File: config.mk
export PLATFORM = sky130hd
export DESIGN_NAME = sle_cell
export DESIGN_NICKNAME = d
export VERILOG_FILES = /design/src/hdl/sle_pkg.sv /design/src/hdl/sle_cell.sv
export SDC_FILE = /design/constraint.sdc
export NUM_CORES = 1
export LEC_CHECK = 0
export BUFFER_PORTS_ARGS = -buffer_cell sky130_fd_sc_hd__buf_2
export CORE_UTILIZATION = 40
export DETAILED_ROUTE_END_ITERATION = 8
export PLACE_DENSITY = 0.85
export SLEW_MARGIN = 20
export SYNTH_ARGS = -nofsm -noshare
export SYNTH_HDL_FRONTEND = slang
export SYNTH_SLANG_ARGS = --single-unit
File: constraint.sdc
create_clock -name clk -period 9.44 [get_ports clk]
set_clock_uncertainty 0.2 [all_clocks]
set_input_delay 0.472 -clock clk [delete_from_list [all_inputs] [get_ports clk]]
set_output_delay 0.472 -clock clk [all_outputs]
set_load 0.02 [all_outputs]
File: src/hdl/sle_pkg.sv
// sle_pkg: shared constants and types for the sequential list engine.
// No dependencies; imported by sle_cell, sequential_list_engine and tb.
`timescale 1ns / 1ps

package sle_pkg;

  localparam int DEFAULT_CAPACITY = 64;
  localparam int DATA_W           = 32;
  localparam int FUNC_W           = 3;
  localparam int POS_W            = 7;

  // command codes carried on in_tuser
  localparam logic [FUNC_W-1:0] FUNC_CLEAR  = 3'd0;
  localparam logic [FUNC_W-1:0] FUNC_INSERT = 3'd1;
  localparam logic [FUNC_W-1:0] FUNC_DELETE = 3'd2;
  localparam logic [FUNC_W-1:0] FUNC_READ   = 3'd3;
  localparam logic [FUNC_W-1:0] FUNC_LOCATE = 3'd4;
  localparam logic [FUNC_W-1:0] FUNC_PURGE  = 3'd5;

  // what every cell does this cycle
  typedef enum logic [2:0] {
    CM_HOLD,
    CM_ROTATE,
    CM_INSERT,
    CM_SHIFT_DOWN,
    CM_COMPACT
  } cell_mode_t;

  typedef struct packed {
    cell_mode_t mode;
    logic       phase;      // odd/even pairing for compaction
    logic       tail_kill;  // drop mark for the entry wrapping to the tail
  } cell_ctrl_t;

endpackage

File: src/hdl/sle_cell.sv
// sle_cell: one list entry with its drop mark, talking to both neighbours.
// Depends on sle_pkg.
`timescale 1ns / 1ps

module sle_cell
  import sle_pkg::*;
#(
  parameter int INDEX = 0,
  parameter int CW    = 7
) (
  input  logic              clk,
  input  cell_ctrl_t        ctrl_i,
  input  logic [CW-1:0]     cnt_i,
  input  logic [CW-1:0]     pos0_i,
  input  logic [DATA_W-1:0] value_i,
  input  logic [DATA_W-1:0] head_data_i,
  input  logic [DATA_W-1:0] left_data_i,
  input  logic              left_dead_i,
  input  logic [DATA_W-1:0] right_data_i,
  input  logic              right_dead_i,
  output logic [DATA_W-1:0] data_o,
  output logic              dead_o
);

  localparam logic [CW-1:0] IDX      = CW'(INDEX);
  localparam logic [CW-1:0] IDX_NEXT = CW'(INDEX + 1);
  localparam logic          IS_ODD   = 1'(INDEX % 2);

  logic [DATA_W-1:0] data_r, data_nxt;
  logic              kill_r, kill_nxt;
  logic              in_list, is_tail, pair_left;

  assign in_list   = IDX < cnt_i;
  assign is_tail   = IDX_NEXT == cnt_i;
  assign pair_left = IS_ODD == ctrl_i.phase;
  assign dead_o    = kill_r || !in_list;
  assign data_o    = data_r;

  always_comb begin
    data_nxt = data_r;
    kill_nxt = kill_r;
    case (ctrl_i.mode)
      CM_ROTATE: begin
        if (in_list) begin
          if (is_tail) begin
            data_nxt = head_data_i;
            kill_nxt = ctrl_i.tail_kill;
          end else begin
            data_nxt = right_data_i;
            kill_nxt = right_dead_i;
          end
        end
      end
      CM_INSERT: begin
        if (IDX > pos0_i) begin
          data_nxt = left_data_i;
        end else if (IDX == pos0_i) begin
          data_nxt = value_i;
        end
      end
      CM_SHIFT_DOWN: begin
        if (IDX >= pos0_i) begin
          data_nxt = right_data_i;
        end
      end
      CM_COMPACT: begin
        // live entries only ever pass dropped ones, so order is kept
        if (pair_left) begin
          if (dead_o && !right_dead_i) begin
            data_nxt = right_data_i;
            kill_nxt = 1'b0;
          end
        end else if (!dead_o && left_dead_i) begin
          data_nxt = left_data_i;
          kill_nxt = 1'b1;
        end
      end
      default: begin
        data_nxt = data_r;
        kill_nxt = kill_r;
      end
    endcase
  end

  always_ff @(posedge clk) begin
    data_r <= data_nxt;
    kill_r <= kill_nxt;
  end

endmodule

Word level (Yosys, flattened, before mapping)
Cells that the tools add are included.
- flip-flop bits (word level): 33
- output and inout bits: 33
- input port bits: 150
- equal/unequal tests: 10
- muxes and demuxes: 15
- reductions and logical operators: 11
- $lt $le $gt $ge: 3
- operators by type and width (operator ; count):
    $mux 32 ; 8
    $pmux 32 s4 ; 1
    $ne 3x3->1 const B ; 3
    $eq 1x7->1 const A ; 1
    $ge 1x7->1 const A ; 1
    $gt 1x7->1 const A ; 1
    $logic_not 7->1 ; 1
    $lt 1x7->1 const A ; 1
    $eq 3x2->1 const B ; 2
    $reduce_and 6->1 ; 1
    $mux 1 ; 5
    $ne 2x2->1 const B ; 2
    $reduce_and 4->1 ; 1
    $reduce_bool 4->1 ; 1
    $eq 3x1->1 const B ; 1
    $eq 3x3->1 const B ; 1
    $logic_not 1->1 ; 3
    $logic_and 1x1->1 ; 2
    $pmux 1 s2 ; 1
    $reduce_bool 2->1 ; 1
    $logic_or 1x1->1 ; 1

Longest topological paths before layout
- depth in word-level cells: 8
- depth in mapped cells: 7
- gate-level depth less buffers: 4

Worst setup path after synthesis
No wires, ideal clock.
- kind: input-to-reg
- from: in cnt_i[4]
- to: reg data_r[0] (netlist: data_o[0]) (enable)
- buffers on the path: 0
- arrival time: 3.712 ns
- library setup time: 0.461 ns
- stages: 4
- setup slack: 5.067 ns
- cell sequence: or4_4 -> nor4_1 -> o211ai_1 -> nor3_1
- longest elaborated chain between the ends: 7
- elaborated cells on any way between the ends: 10
- classes of those cells: order compare (1); eq/ne (3); reduce/logical (6)
- ends and longest elaborated chain (item ; line ; source):
    start: declaration ; sle_cell.sv:13 ; input logic [CW-1:0] cnt_i,
    $lt 1x7->1 (*) ; sle_cell.sv:33 ; assign in_list = IDX < cnt_i;
    $logic_not 1->1 ; sle_cell.sv:36 ; assign dead_o = kill_r || !in_list;
    $logic_or 1x1->1 ; sle_cell.sv:36 ;
    $logic_not 1->1 ; sle_cell.sv:73 ; end else if (!dead_o && left_dead_i) begin
    $logic_and 1x1->1 ; sle_cell.sv:73 ;
    $ne 3x3->1 (no source line) ; n/a ;
    $reduce_and 6->1 (no source line) (*) ; n/a ;
    end signal: assignment ; sle_cell.sv:86 ; data_r <= data_nxt;
    end: declaration ; sle_cell.sv:29 ; logic [DATA_W-1:0] data_r, data_nxt;
Every way passes the cells marked *; elsewhere a longest branch is shown, timed or not.
A chain may end at the register's enable or synchronous reset.

Worst setup path in the final report
- from: in cnt_i[4]
- to: reg data_r[31] (netlist: data_o[31]), data pin
- longest elaborated chain between the ends: 4
- ends and longest elaborated chain (item ; line ; source):
    $eq 1x7->1 ; sle_cell.sv:34 ; assign is_tail = IDX_NEXT == cnt_i;
    $mux 32 ; sle_cell.sv:45 ; if (is_tail) begin
    $mux 32 ; sle_cell.sv:44 ; if (in_list) begin
    $pmux 32 s4 ; sle_cell.sv:42 ; case (ctrl_i.mode)
    via data_nxt[31] ; sle_cell.sv:29 ;
The timed path passes the listed nets, and every way through them passes these cells. The select of a mux whose other input is x is not followed.

==> run metrics <==
status finished clean; worst-path maximum fanout 18; row cnt 25; post-CTS resize count 0; top layer in use met4; Longest Clk Path Bufs 2; die footprint 5337 um^2; Clk pin slew, worst setup/hold paths 70 ps; cts hold-fix bufs 0; Final GP Congestion 0.7884; PwrDens 132.9 nW/um^2; largest stage delay on the critical path 840 ps; GR Overflow Total 0; vias in the first global route 2033; peak supply drop 0.00008186 V; Worst Max-Slew Pin Slew 901.4 ps; DRT Wirelength 6279 um; unrepaired setup endpoints after global routing false; largest family of logic cells by synthesized area compound AO/OA/AOI/OAI gates; post-synthesis async set-or-reset flop share 0%; CTS H-tree depth 2; Slew Limit Fails 0; routed wl met3 478 um; Worst Hold Class in2reg; CP endpoint kind flop; CP Buf/Inv Count 2; Synth Area in Simple Gates 9.851%; Critical Path AT 2590 ps; Num CTS Buffers 5; Post-synth EDFFs 33; most common cell after layout, fill and taps aside buf_2; GRT Overall Usage 23.39%; Hold Fails Final Rpt 0; Pre-antenna DRT Iters 4; R2R depth 5; most frequent cells in the layout buf_2 (182), edfxtp_1 (33), a22o_1 (31); XOR/XNOR Fraction of Synth Area 0.4337%; WHS Path Cells 3; Distinct cells, synth 37; critical path, cell by cell buf_2, or4_4, nor4b_4, buf_4, a221o_1; Gate Count Post-Synth 155; root buffer cell clkbuf_8; initial antenna violation count 0; Syn. warnings 0; final total power 409.7 uW; DR WL/cell 15.66 um; post-route DRC violation count 0; Die Width 73.06 um; die extent in y 73.06 um; Slowest cell on crit path nor4b_4; Core Box Area 4786 um^2; compound-cell area share of the yosys netlist 34.39%; DR iter-0 viols 81; WHS 277.7 ps; Clock Sink Count 33; Leakage 0.001476 uW; first-pass GRT wire length 9287 um; largest net degree at the start of global routing 33; Worst path depth 5; WL met2 3405 um; final critical-path required period 2644 ps; final setup vio count 0; Setup TNS 0 ps; CP delay by family, top simple AND/OR/NAND/NOR gates; Via density 5.401; mux contribution to synthesized area 0.4957%; Metal-1 WL 2325 um; Starting Density 42.20%; routed vias 2166; diode count 0; post-synth net total 305; PortBufs 182; antenna viol nets, final 0; Synth-to-Final Area Change 52.66%; share of synthesized cell area in full adder, half adder and majority cells 0%; Post-Syn Area 2019 um^2; maximum clock rate 378.2 MHz; Post-DP HPWL 4936 um; CTS tree done; nets@finish 483; I/O pins 183; Max-slew headroom 39.65%; ratio of cells with drive above 1 in the final layout 61.38%; period utilisation layout 28.01%; # Post-CTS Setup Buffers 0; Top FF cell, synth edfxtp_1; max-cap viol count 0; Worst-Skew Late Latency 280 ps; critical path type in2reg; CP startpoint kind input port; syn_area_per_cell 13.03 um^2; sequential share of the synthesized area 49.07%; Final WS setup 6796 ps; CP required 9380 ps; #FFs+latches synth 33; dpl ws 6495 ps
layout make-up:
type                       count  area [um^2]
fill                         411         1703
sequential                    33        991.0
multi-input combinational    102        942.2
timing repair buffer         186        940.9
tap                           67        83.83
clock buffer                   6        72.57
clock inverter                 2        33.78
inverter                       5        18.77
where the power goes:
part	total (uW)	leakage [uW]	switching (uW)	internal [uW]
sequential	181	0.000317	2.91	178
clock	129	0.0000528	50.7	77.9
combinational	100	0.00111	51.7	48.4
routing by layer:
layer | global-route usage, % | vias to the layer above
met3 | 6.354 | 7
met5 | 0 | -
met4 | 7.190 | 0
li1 | - | 1036
met1 | 25.96 | 1009
met2 | 43.11 | 114
cells in the mapped netlist, types with 2 or more instances:
master | number | share of area (%)
nand2b_1 | 4 | 1.2
a221oi_2 | 2 | 1.5
o21ai_0 | 2 | 0.50
clkbuf_1 | 7 | 1.3
nor2_1 | 3 | 0.56
buf_2 | 3 | 0.74
nor3_1 | 3 | 0.74
nor4_1 | 3 | 0.93
inv_1 | 5 | 0.93
a211o_1 | 2 | 0.87
a221o_1 | 29 | 14
edfxtp_1 | 33 | 49
a22o_1 | 31 | 13
buf_6 | 5 | 2.8
cell families after synthesis:
| group | after synthesis |
|---|---|
| compound gates | 75 |
| xor+xnor | 1 |
| buf+inv | 20 |
| flops | 33 |
| mux | 1 |
| simple gates | 25 |
metrics by stage:
| stage | cell area (um^2) | std cells | util, % |
|---|---|---|---|
| 5_1_grt | 3083 | 401 | 64.42 |
| 6_report | 3083 | 401 | 64.42 |
| 3_5_place_dp | 2977 | 393 | 62.20 |
| 3_3_place_gp | 2969 | 393 | 62.04 |
| 4_1_cts | 3083 | 401 | 64.42 |
| 2_1_floorplan | 2019 | 155 | - |
flip-flops by register name, summed over array words and instances (netlist names):
register and cells:
data_o 32, kill_r 1
final timing paths:
check                                    start    endpoint  slack, ps
worst max-delay path                  cnt_i[4]  data_o[31]       6800
worst min-delay path            head_data_i[4]   data_o[4]        280
worst max register to register          kill_r   data_o[0]       7390
worst min register to register          kill_r      kill_r        710
worst reg2reg max path, cell delays in order (launching register included):
cell and delay, ps:
edfxtp_1 410, nand2b_1 160, a22oi_1 190, o211ai_1 150, nor3_2 190, buf_4 390
Power figures use the tool's default switching activity.
